### src/rtl/nct_pkg.sv
package nct_pkg;

    // fixed field widths
    localparam int COORD_BITS = 12;
    localparam int ID_BITS    = 16;
    localparam int COUNT_BITS = 6;

    // squared distance: sum of two squares of COORD_BITS-bit values
    localparam int SQ_W   = 2 * COORD_BITS;
    localparam int DIST_W = SQ_W + 1;

    // stream packing
    localparam int IN_DATA_W  = ((2 * COORD_BITS + 7) / 8) * 8;
    localparam int IN_USER_W  = 1;
    localparam int OUT_DATA_W = ((ID_BITS + COUNT_BITS + 7) / 8) * 8;
    localparam int OUT_USER_W = 2;

    // tuser bit positions
    localparam int IN_USER_KIND     = 0;
    localparam int OUT_USER_MATCHED = 0;
    localparam int OUT_USER_FULL    = 1;

    localparam logic [COORD_BITS-1:0] RADIUS_RESET = COORD_BITS'(50);

    typedef struct packed {
        logic [ID_BITS-1:0]    id;
        logic [COORD_BITS-1:0] x;
        logic [COORD_BITS-1:0] y;
    } entry_t;

    typedef struct packed {
        logic              found;
        logic [DIST_W-1:0] dist_sq;
        logic [ID_BITS-1:0] id;
    } best_t;

endpackage

### src/rtl/nct_nearest.sv
module nct_nearest #(
    parameter int SLOT_W = 5
) (
    input  logic                          aclk,
    input  logic                          aresetn,
    input  logic                          clear,
    input  logic                          in_vld,
    input  logic [SLOT_W-1:0]             in_slot,
    input  nct_pkg::entry_t               in_entry,
    input  logic [nct_pkg::COORD_BITS-1:0] det_x,
    input  logic [nct_pkg::COORD_BITS-1:0] det_y,
    output nct_pkg::best_t                best,
    output logic [SLOT_W-1:0]             best_slot
);
    import nct_pkg::*;

    // stage B: absolute differences
    logic                  b_vld_reg;
    logic [SLOT_W-1:0]     b_slot_reg;
    logic [ID_BITS-1:0]    b_id_reg;
    logic [COORD_BITS-1:0] dx_reg;
    logic [COORD_BITS-1:0] dy_reg;

    // stage C: squares
    logic                  c_vld_reg;
    logic [SLOT_W-1:0]     c_slot_reg;
    logic [ID_BITS-1:0]    c_id_reg;
    logic [SQ_W-1:0]       sqx_reg;
    logic [SQ_W-1:0]       sqy_reg;

    // stage D: running minimum
    best_t             best_reg;
    logic [SLOT_W-1:0] best_slot_reg;
    logic [DIST_W-1:0] sum;

    assign sum = {1'b0, sqx_reg} + {1'b0, sqy_reg};

    always_ff @(posedge aclk) begin
        if (!aresetn) begin
            b_vld_reg      <= 1'b0;
            c_vld_reg      <= 1'b0;
            best_reg.found <= 1'b0;
        end else begin
            b_vld_reg <= in_vld;
            c_vld_reg <= b_vld_reg;
            if (clear) begin
                best_reg.found <= 1'b0;
            end else if (c_vld_reg && (!best_reg.found || sum < best_reg.dist_sq)) begin
                // strict compare: slots arrive in ascending order, lowest wins ties
                best_reg.found <= 1'b1;
            end
        end
    end

    always_ff @(posedge aclk) begin
        b_slot_reg <= in_slot;
        b_id_reg   <= in_entry.id;
        dx_reg     <= (det_x >= in_entry.x) ? det_x - in_entry.x : in_entry.x - det_x;
        dy_reg     <= (det_y >= in_entry.y) ? det_y - in_entry.y : in_entry.y - det_y;

        c_slot_reg <= b_slot_reg;
        c_id_reg   <= b_id_reg;
        sqx_reg    <= SQ_W'(dx_reg) * SQ_W'(dx_reg);
        sqy_reg    <= SQ_W'(dy_reg) * SQ_W'(dy_reg);

        if (!clear && c_vld_reg && (!best_reg.found || sum < best_reg.dist_sq)) begin
            best_reg.dist_sq <= sum;
            best_reg.id      <= c_id_reg;
            best_slot_reg    <= c_slot_reg;
        end
    end

    assign best      = best_reg;
    assign best_slot = best_slot_reg;

endmodule

### src/rtl/nearest_centroid_tracker.sv
// Nearest-centroid object tracker.
// Input stream: one transfer per detection centre (tuser kind = 0) and one
// end-of-frame transfer (kind = 1) after the last detection of a frame.
// Output stream: exactly one transfer per input transfer, in order. A
// detection gets the ID of the nearest tracked object when that object lies
// strictly inside match_radius (matched = 1), else a fresh ID from a
// wrapping counter; no ID but table_full = 1 if the next table is full. tlast
// marks the end-of-frame result, which carries the number of objects now tracked.
// Config channel: writes match_radius; write only while the block is idle.
// Operation: a detection walks the current object table one slot per cycle
// through a shared distance/minimum pipeline; the block takes no new input
// until the last result is committed to the output register. End of frame
// and a detection that finds the next table full skip the table walk.
// Reset (aresetn low, synchronous): both tables empty, ID counter zero,
// radius 50. No clearing pass is needed; the block is ready at once.
// A stalled receiver holds the result in the output register; the block
// finishes the next item's search meanwhile and waits to commit it.
module nearest_centroid_tracker #(
    parameter int TABLE_SLOTS = 32
) (
    input  logic                           aclk,
    input  logic                           aresetn,
    // configuration: match_radius
    input  logic                           cfg_valid,
    output logic                           cfg_ready,
    input  logic [nct_pkg::COORD_BITS-1:0] cfg_data,
    // input stream
    input  logic                           s_tvalid,
    output logic                           s_tready,
    input  logic [nct_pkg::IN_DATA_W-1:0]  s_tdata,  // center_x, center_y
    input  logic [nct_pkg::IN_USER_W-1:0]  s_tuser,  // kind
    // result stream
    output logic                           m_tvalid,
    input  logic                           m_tready,
    output logic [nct_pkg::OUT_DATA_W-1:0] m_tdata,  // object_id, tracked_count, zero pad
    output logic [nct_pkg::OUT_USER_W-1:0] m_tuser,  // matched, table_full
    output logic                           m_tlast   // frame_done
);
    import nct_pkg::*;

    localparam int SLOT_W    = $clog2(TABLE_SLOTS);
    localparam int FILL_W    = $clog2(TABLE_SLOTS + 1);
    localparam int STEP_W    = $clog2(TABLE_SLOTS + 3);
    localparam int ADDR_W    = SLOT_W + 1;
    localparam int MEM_DEPTH = 2 ** ADDR_W;
    localparam int LAST_STEP = TABLE_SLOTS + 2;

    localparam logic [1:0] ST_IDLE   = 2'd0;
    localparam logic [1:0] ST_SCAN   = 2'd1;
    localparam logic [1:0] ST_COMMIT = 2'd2;

    logic [1:0]            state_reg, state_next;
    logic [STEP_W-1:0]     step_reg;
    logic                  bank_reg;      // which half of the memory is the current table
    logic [FILL_W-1:0]     fill_reg;      // entries in the next table
    logic [ID_BITS-1:0]    issue_reg;
    logic [COORD_BITS-1:0] radius_reg;
    logic [SQ_W-1:0]       radius_sq_reg;
    logic                  cur_valid_reg [TABLE_SLOTS];
    logic [COORD_BITS-1:0] det_x_reg, det_y_reg;
    logic                  eof_reg, full_reg;

    // both tables share one memory, halves swapped at end of frame
    entry_t                mem [MEM_DEPTH];
    entry_t                rd_entry_reg;
    logic                  a_vld_reg;
    logic [SLOT_W-1:0]     a_slot_reg;

    logic                  m_tvalid_reg;
    logic [OUT_DATA_W-1:0] m_tdata_reg;
    logic [OUT_USER_W-1:0] m_tuser_reg;
    logic                  m_tlast_reg;

    logic                  in_xfer, out_free, commit, issue, matched;
    logic [SLOT_W-1:0]     slot;
    logic [ADDR_W-1:0]     rd_addr, wr_addr;
    logic [ID_BITS-1:0]    new_id;
    entry_t                wr_entry;
    best_t                 best;
    logic [SLOT_W-1:0]     best_slot;
    logic [OUT_DATA_W-1:0] out_data;
    logic [OUT_USER_W-1:0] out_user;

    assign cfg_ready = 1'b1;
    assign s_tready  = (state_reg == ST_IDLE);
    assign in_xfer   = s_tvalid && s_tready;
    assign out_free  = !m_tvalid_reg || m_tready;
    assign commit    = (state_reg == ST_COMMIT) && out_free;

    assign issue   = (state_reg == ST_SCAN) && (step_reg < STEP_W'(TABLE_SLOTS));
    assign slot    = step_reg[SLOT_W-1:0];
    assign rd_addr = {bank_reg, slot};
    assign wr_addr = {~bank_reg, fill_reg[SLOT_W-1:0]};

    assign matched = !eof_reg && !full_reg && best.found &&
                     ({1'b0, radius_sq_reg} > best.dist_sq);
    assign new_id  = matched ? best.id : issue_reg;

    always_comb begin
        wr_entry.id = new_id;
        wr_entry.x  = det_x_reg;
        wr_entry.y  = det_y_reg;
    end

    // sequencer
    always_comb begin
        state_next = state_reg;
        unique case (state_reg)
            ST_IDLE: begin
                if (in_xfer) begin
                    if (s_tuser[IN_USER_KIND] || (fill_reg == FILL_W'(TABLE_SLOTS))) begin
                        state_next = ST_COMMIT;
                    end else begin
                        state_next = ST_SCAN;
                    end
                end
            end
            ST_SCAN: begin
                if (step_reg == STEP_W'(LAST_STEP)) begin
                    state_next = ST_COMMIT;
                end
            end
            ST_COMMIT: begin
                if (out_free) begin
                    state_next = ST_IDLE;
                end
            end
            default: begin
                state_next = ST_IDLE;
            end
        endcase
    end

    always_ff @(posedge aclk) begin
        if (!aresetn) begin
            state_reg    <= ST_IDLE;
            bank_reg     <= 1'b0;
            fill_reg     <= '0;
            issue_reg    <= '0;
            radius_reg   <= RADIUS_RESET;
            a_vld_reg    <= 1'b0;
            m_tvalid_reg <= 1'b0;
            for (int i = 0; i < TABLE_SLOTS; i++) begin
                cur_valid_reg[i] <= 1'b0;
            end
        end else begin
            state_reg <= state_next;
            a_vld_reg <= issue && cur_valid_reg[slot];
            if (cfg_valid) begin
                radius_reg <= cfg_data;
            end
            if (commit) begin
                m_tvalid_reg <= 1'b1;
                if (eof_reg) begin
                    // next table becomes current; it was filled from slot 0 upwards
                    bank_reg <= ~bank_reg;
                    fill_reg <= '0;
                    for (int i = 0; i < TABLE_SLOTS; i++) begin
                        cur_valid_reg[i] <= (FILL_W'(i) < fill_reg);
                    end
                end else if (!full_reg) begin
                    fill_reg <= fill_reg + FILL_W'(1);
                    if (matched) begin
                        cur_valid_reg[best_slot] <= 1'b0;
                    end else begin
                        issue_reg <= issue_reg + ID_BITS'(1);
                    end
                end
            end else if (m_tready) begin
                m_tvalid_reg <= 1'b0;
            end
        end
    end

    // datapath registers
    always_ff @(posedge aclk) begin
        radius_sq_reg <= SQ_W'(radius_reg) * SQ_W'(radius_reg);
        if (in_xfer) begin
            eof_reg   <= s_tuser[IN_USER_KIND];
            det_x_reg <= s_tdata[COORD_BITS-1:0];
            det_y_reg <= s_tdata[2*COORD_BITS-1:COORD_BITS];
            full_reg  <= (fill_reg == FILL_W'(TABLE_SLOTS));
            step_reg  <= '0;
        end else if (state_reg == ST_SCAN) begin
            step_reg <= step_reg + STEP_W'(1);
        end
        a_slot_reg <= slot;
        if (commit) begin
            m_tdata_reg <= out_data;
            m_tuser_reg <= out_user;
            m_tlast_reg <= eof_reg;
        end
    end

    // object tables
    always_ff @(posedge aclk) begin
        if (commit && !eof_reg && !full_reg) begin
            mem[wr_addr] <= wr_entry;
        end
        rd_entry_reg <= mem[rd_addr];
    end

    always_comb begin
        out_data = '0;
        out_user = '0;
        if (eof_reg) begin
            out_data[ID_BITS +: COUNT_BITS] = COUNT_BITS'(fill_reg);
        end else if (full_reg) begin
            out_user[OUT_USER_FULL] = 1'b1;
        end else begin
            out_data[ID_BITS-1:0]       = new_id;
            out_user[OUT_USER_MATCHED]  = matched;
        end
    end

    nct_nearest #(
        .SLOT_W (SLOT_W)
    ) u_nearest (
        .aclk      (aclk),
        .aresetn   (aresetn),
        .clear     (in_xfer),
        .in_vld    (a_vld_reg),
        .in_slot   (a_slot_reg),
        .in_entry  (rd_entry_reg),
        .det_x     (det_x_reg),
        .det_y     (det_y_reg),
        .best      (best),
        .best_slot (best_slot)
    );

    assign m_tvalid = m_tvalid_reg;
    assign m_tdata  = m_tdata_reg;
    assign m_tuser  = m_tuser_reg;
    assign m_tlast  = m_tlast_reg;

endmodule

### config.mk
export PLATFORM = sky130hd
export DESIGN_NAME = nearest_centroid_tracker
export DESIGN_NICKNAME = d
export VERILOG_FILES = /design/src/rtl/nct_pkg.sv /design/src/rtl/nct_nearest.sv /design/src/rtl/nearest_centroid_tracker.sv
export SDC_FILE = /design/constraint.sdc
export NUM_CORES = 2
export LEC_CHECK = 0
export BUFFER_PORTS_ARGS = -buffer_cell sky130_fd_sc_hd__buf_4
export CORE_ASPECT_RATIO = 1.4
export CORE_MARGIN = 2
export CORE_UTILIZATION = 40
export DETAILED_ROUTE_END_ITERATION = 6
export PLACE_DENSITY = 0.55
export SETUP_SLACK_MARGIN = 0.1
export SLEW_MARGIN = 20
export SYNTH_ARGS = -nofsm -noshare
export SYNTH_HDL_FRONTEND = slang
export SYNTH_HIERARCHICAL = 1
export SYNTH_SLANG_ARGS = --single-unit
### constraint.sdc
create_clock -name aclk -period 8.4 [get_ports aclk]
set_input_delay 0.84 -clock aclk [delete_from_list [all_inputs] [get_ports aclk]]
set_output_delay 0.84 -clock aclk [all_outputs]
set_load 0.01 [all_outputs]
==> reports/summary.json <==
{
  "status": {"value": "finished clean"},
  "final.setup_skew": {"value": 0.09941, "unit": "ns"},
  "fmax": {"value": 168.8, "unit": "MHz"},
  "clk_root_buffer_cell": {"value": "sky130_fd_sc_hd__clkbuf_16"},
  "synth.top_cells.by_area": {"value": "sky130_fd_sc_hd__edfxtp_1 (64%), sky130_fd_sc_hd__mux4_2 (15%), sky130_fd_sc_hd__dfxtp_1 (4.3%)"},
  "clockPowerShare": {"value": 21.4, "unit": "%"},
  "clkSinkCount": {"value": 2922},
  "routed_vias": {"value": 62080},
  "power.net_switching": {"value": 23.42, "unit": "mW"},
  "synth_top_family_by_area": {"value": "multiplexers"},
  "layout-area-overhead-vs-synth": {"value": 12.74, "unit": "%"},
  "synth_top_cells_by_count": {"value": "sky130_fd_sc_hd__edfxtp_1 (2,657), sky130_fd_sc_hd__mux4_2 (838), sky130_fd_sc_hd__inv_1 (545), sky130_fd_sc_hd__ha_1 (291), sky130_fd_sc_hd__dfxtp_1 (265)"},
  "power.combinational.fraction": {"value": 50.2, "unit": "%"},
  "holdCritPathClass": {"value": "in -> reg"},
  "post-layout-total-power": {"value": 60.40, "unit": "mW"},
  "finalWorstPathRequiredPeriod": {"value": 5.923, "unit": "ns"},
  "average_size_of_a_mapped_cell": {"value": 19.10, "unit": "sq um"},
  "dr.pass1.iters": {"value": 7},
  "ordered_cell_list_for_the_critical_path": {"value": "nand2_1 > inv_1 > fa_1 > fa_1 > inv_1 > fa_1 > inv_1 > fa_1 > inv_1 > fa_1 > inv_1 > ha_1 > o21a_1 > o211ai_1 > a2111oi_0 > o2111ai_1 > nand3b_1 > a21oi_1 > xnor2_1"},
  "postSynth.asyncResetShare": {"value": 0, "unit": "%"},
  "fin_tns_setup": {"value": 0, "unit": "ns"},
  "number_of_remaining_drc_errors": {"value": 0},
  "critPathMaxStageDelay": {"value": 0.91, "unit": "ns"},
  "drive_above_1_share": {"value": 22.94, "unit": "%"},
  "detailedRoute.firstIterationViolations": {"value": 5763},
  "core_box_area": {"value": 309500, "unit": "sq um"},
  "cp_max_fo": {"value": 13},
  "final_max_slew_viol_count": {"value": 0},
  "placed_area": {"value": 130500, "unit": "sq um"},
  "critical_path_required": {"value": 9.14, "unit": "ns"},
  "cts_tree": {"value": "built"},
  "antenna_found_initial": {"value": 18},
  "clk_latency": {"value": 0.89, "unit": "ns"},
  "synth_most_common_cell": {"value": "sky130_fd_sc_hd__edfxtp_1"},
  "r2r-end": {"value": "u_nearest/sqx_reg[21]$_DFF_P_"},
  "post_synth_xor_area_fraction": {"value": 0.7619, "unit": "%"},
  "netlist_area": {"value": 124200, "unit": "sq um"},
  "fp-row-count": {"value": 242},
  "p_int": {"value": 36.98, "unit": "mW"},
  "place_hpwl": {"value": 202500, "unit": "um"},
  "synthAdderAreaFrac": {"value": 6.915, "unit": "%"},
  "r2r_setup_slk": {"value": 2.48, "unit": "ns"},
  "flip_flop_count_of_the_largest_register_after_layout": {"value": 2560},
  "final_cell_count_without_fillers": {"value": 11130},
  "yosys_warnings": {"value": 6},
  "worstSetupStartpointType": {"value": "register"},
  "die_y": {"value": 663.2, "unit": "um"},
  "timing_worst_slew_pin_value": {"value": 1.157, "unit": "ns"},
  "post_synth_num_cell_types": {"value": 82},
  "multi_input_area": {"value": 36370, "unit": "sq um"},
  "num-nets-final": {"value": 7317},
  "final_min_period_over_clock_period": {"value": 70.51, "unit": "%"},
  "sw_frac_of_total": {"value": 38.78, "unit": "%"},
  "die_width": {"value": 474.9, "unit": "um"},
  "reg2reg_from": {"value": "u_nearest/dx_reg[7]$_DFF_P_"},
  "synth_enable_flop_cells": {"value": 2657},
  "routabilityCongestion": {"value": 0.8120},
  "postRouteWirelength": {"value": 341200, "unit": "um"},
  "ys_ff_latch": {"value": 2922},
  "grt_overflow_total": {"value": 0},
  "setup_viol_count_final": {"value": 0},
  "synth.mux.area_fraction": {"value": 15.76, "unit": "%"},
  "worst_ir_drop_vdd": {"value": 0.001812, "unit": "V"},
  "type_of_element_capturing_the_critical_path": {"value": "register"},
  "gate_count_after_technology_mapping": {"value": 6499},
  "grt_max_degree": {"value": 142},
  "worstSetupStartpoint": {"value": "u_nearest/dx_reg[7]$_DFF_P_"},
  "synth_top_area_share": {"value": 64.26, "unit": "%"},
  "die_area": {"value": 314900, "unit": "sq um"},
  "pwr_density_cell": {"value": 431.5, "unit": "nW/um^2"},
  "timing.final.ws_setup": {"value": 2.477, "unit": "ns"},
  "grt_pass1_wl": {"value": 485200, "unit": "um"},
  "regArea": {"value": 85110, "unit": "sq um"},
  "worst-path-stages": {"value": 19},
  "synth_compound_gate_area_share": {"value": 2.456, "unit": "%"},
  "filler_cells_inserted": {"value": 26510},
  "clock_tree.htree_level_count": {"value": 5},
  "finalHoldViolCount": {"value": 0},
  "route.antenna.remaining_nets": {"value": 0},
  "placement.setup.worst_slack": {"value": 2.536, "unit": "ns"},
  "ctsHoldBuffers": {"value": 0},
  "yosysSeqAreaShare": {"value": 68.54, "unit": "%"},
  "place.detailed.instances": {"value": 10580},
  "drt-wirelength-per-cell": {"value": 30.67, "unit": "um"},
  "rsz0062_at_grt": {"value": "false"},
  "worst_r2r_path_depth": {"value": 19},
  "initial_utilization": {"value": 40.12, "unit": "%"},
  "cp_top_family": {"value": "adder cells"},
  "leakagePower": {"value": 44.87, "unit": "nW"},
  "portion_of_total_power_attributed_to_sequential_cells": {"value": 28.4, "unit": "%"},
  "clk_transition_reported_paths": {"value": 0.07, "unit": "ns"},
  "critical_path.endpoint": {"value": "u_nearest/sqx_reg[21]$_DFF_P_"},
  "via_count_of_the_first_global_routing_pass": {"value": 65310},
  "relSlewSlack": {"value": 22.84, "unit": "%"},
  "critical_path_buf_inv_count": {"value": 5},
  "io_buffer_count": {"value": 68},
  "cpMaxStageDelayCell": {"value": "sky130_fd_sc_hd__a2111oi_0"},
  "synthDominantAreaCellType": {"value": "sky130_fd_sc_hd__edfxtp_1"},
  "criticalPathCategory": {"value": "reg -> reg"},
  "ys_dominant_reg_cell": {"value": "sky130_fd_sc_hd__edfxtp_1"},
  "finish.instance_area": {"value": 140000, "unit": "sq um"},
  "overall_global_routing_resource_usage": {"value": 21.64, "unit": "%"},
  "cts_made_buffers": {"value": 299},
  "cts_post_setup_buffers_inserted": {"value": 0},
  "design.portCount": {"value": 72},
  "routed_via_density": {"value": 5.579},
  "synth_simple_gate_area_share": {"value": 2.951, "unit": "%"},
  "clock_tree_buffer_depth": {"value": 4},
  "arrival": {"value": 6.66, "unit": "ns"},
  "postCtsResizedCells": {"value": 0},
  "max_cap_violation_count": {"value": 0}
}
## metrics by stage
stage	hold WS (ns)	util (%)
finish	0.1156	45.23
global route	0.07007	45.23
CTS	0.04277	45.21
detailed placement	0.3121	42.18
global placement	0.3105	42.17
floorplan	0.3096	-
## worst min-delay path by stage
stage | start | endpoint | slack (ns) | cells after the start
2_1_floorplan | rd_entry_reg[24]$_DFF_P_ | u_nearest/b_id_reg[0]$_DFF_P_ | 0.31 | 0
3_3_place_gp | u_nearest/b_slot_reg[4]$_DFF_P_ | u_nearest/c_slot_reg[4]$_DFF_P_ | 0.31 | 0
3_5_place_dp | a_slot_reg[2]$_DFF_P_ | u_nearest/b_slot_reg[2]$_DFF_P_ | 0.31 | 0
4_1_cts | s_tdata[9] | det_x_reg[9]$_DFFE_PP_ | 0.04 | 1
5_1_grt | s_tdata[9] | det_x_reg[9]$_DFFE_PP_ | 0.07 | 1
6_report | s_tdata[9] | det_x_reg[9]$_DFFE_PP_ | 0.12 | 1
## cell families after synthesis
group / after synthesis
and+or+nand+nor: 710
DFF: 2922
AOI/OAI and AO/OA: 483
xor gates and xnor gates: 108
other: 2
adders and majority gates: 538
buffers and inverters: 832
muxes: 904
## cell type report
cell class              count  area share [%]
flip-flops and latches   2922           60.81
diodes                      9         0.01609
inverters                 546           1.464
well taps                4148           3.708
repair buffers            222           1.330
multi-input cells        2746           25.98
clock inverters           142          0.9028
clock buffers             391           5.787
## placed cells by master (no fill, tap or decap), types with 14 or more instances in the layout
| cell | instances |
|---|---|
| sky130_fd_sc_hd__a211oi_1 | 24 |
| sky130_fd_sc_hd__o211ai_1 | 31 |
| sky130_fd_sc_hd__edfxtp_1 | 2657 |
| sky130_fd_sc_hd__xor2_1 | 34 |
| sky130_fd_sc_hd__and3_1 | 16 |
| sky130_fd_sc_hd__xnor2_1 | 74 |
| sky130_fd_sc_hd__a21o_1 | 35 |
| sky130_fd_sc_hd__nand4_1 | 14 |
| sky130_fd_sc_hd__clkinv_2 | 49 |
| sky130_fd_sc_hd__clkbuf_1 | 72 |
| sky130_fd_sc_hd__a21oi_1 | 195 |
| sky130_fd_sc_hd__dfxtp_1 | 259 |
| sky130_fd_sc_hd__buf_12 | 14 |
| sky130_fd_sc_hd__mux4_2 | 838 |
| sky130_fd_sc_hd__clkbuf_16 | 306 |
| sky130_fd_sc_hd__nor2_1 | 87 |
| sky130_fd_sc_hd__and2_1 | 151 |
| sky130_fd_sc_hd__clkinv_1 | 44 |
| sky130_fd_sc_hd__or3_1 | 14 |
| sky130_fd_sc_hd__nor2b_1 | 40 |
| sky130_fd_sc_hd__fa_1 | 247 |
| sky130_fd_sc_hd__inv_1 | 544 |
| sky130_fd_sc_hd__nand2b_1 | 28 |
| sky130_fd_sc_hd__nand2_1 | 156 |
| sky130_fd_sc_hd__buf_4 | 207 |
| sky130_fd_sc_hd__nor2_4 | 64 |
| sky130_fd_sc_hd__mux2i_1 | 42 |
| sky130_fd_sc_hd__bufinv_16 | 16 |
| sky130_fd_sc_hd__ha_1 | 291 |
| sky130_fd_sc_hd__o21a_1 | 19 |
| sky130_fd_sc_hd__nand3_1 | 45 |
| sky130_fd_sc_hd__nor3_1 | 27 |
| sky130_fd_sc_hd__o21ai_0 | 81 |
## power groups by stage
stage                     clock network (mW)  logic, mW  registers, mW
after floorplan                            0       23.2           17.2
after CTS                               13.2       30.8           17.2
final                                   12.9       30.3           17.2
after global routing                    13.7       34.1           17.2
after global placement                     0       30.4           17.5
after detailed placement                   0       30.6           17.5
## metal layers
layer | GRT usage, % | wire length, um | part of all wire [%] | vias up
met5 | 0 | 39 | 0.011 | -
met4 | 6.155 | 9819 | 2.9 | 6
met3 | 2.765 | 15800 | 4.6 | 503
met2 | 39.52 | 184600 | 54 | 1675
met1 | 26.68 | 130900 | 38 | 33900
li1 | - | - | - | 25990
(Power assumes the default switching activity.)
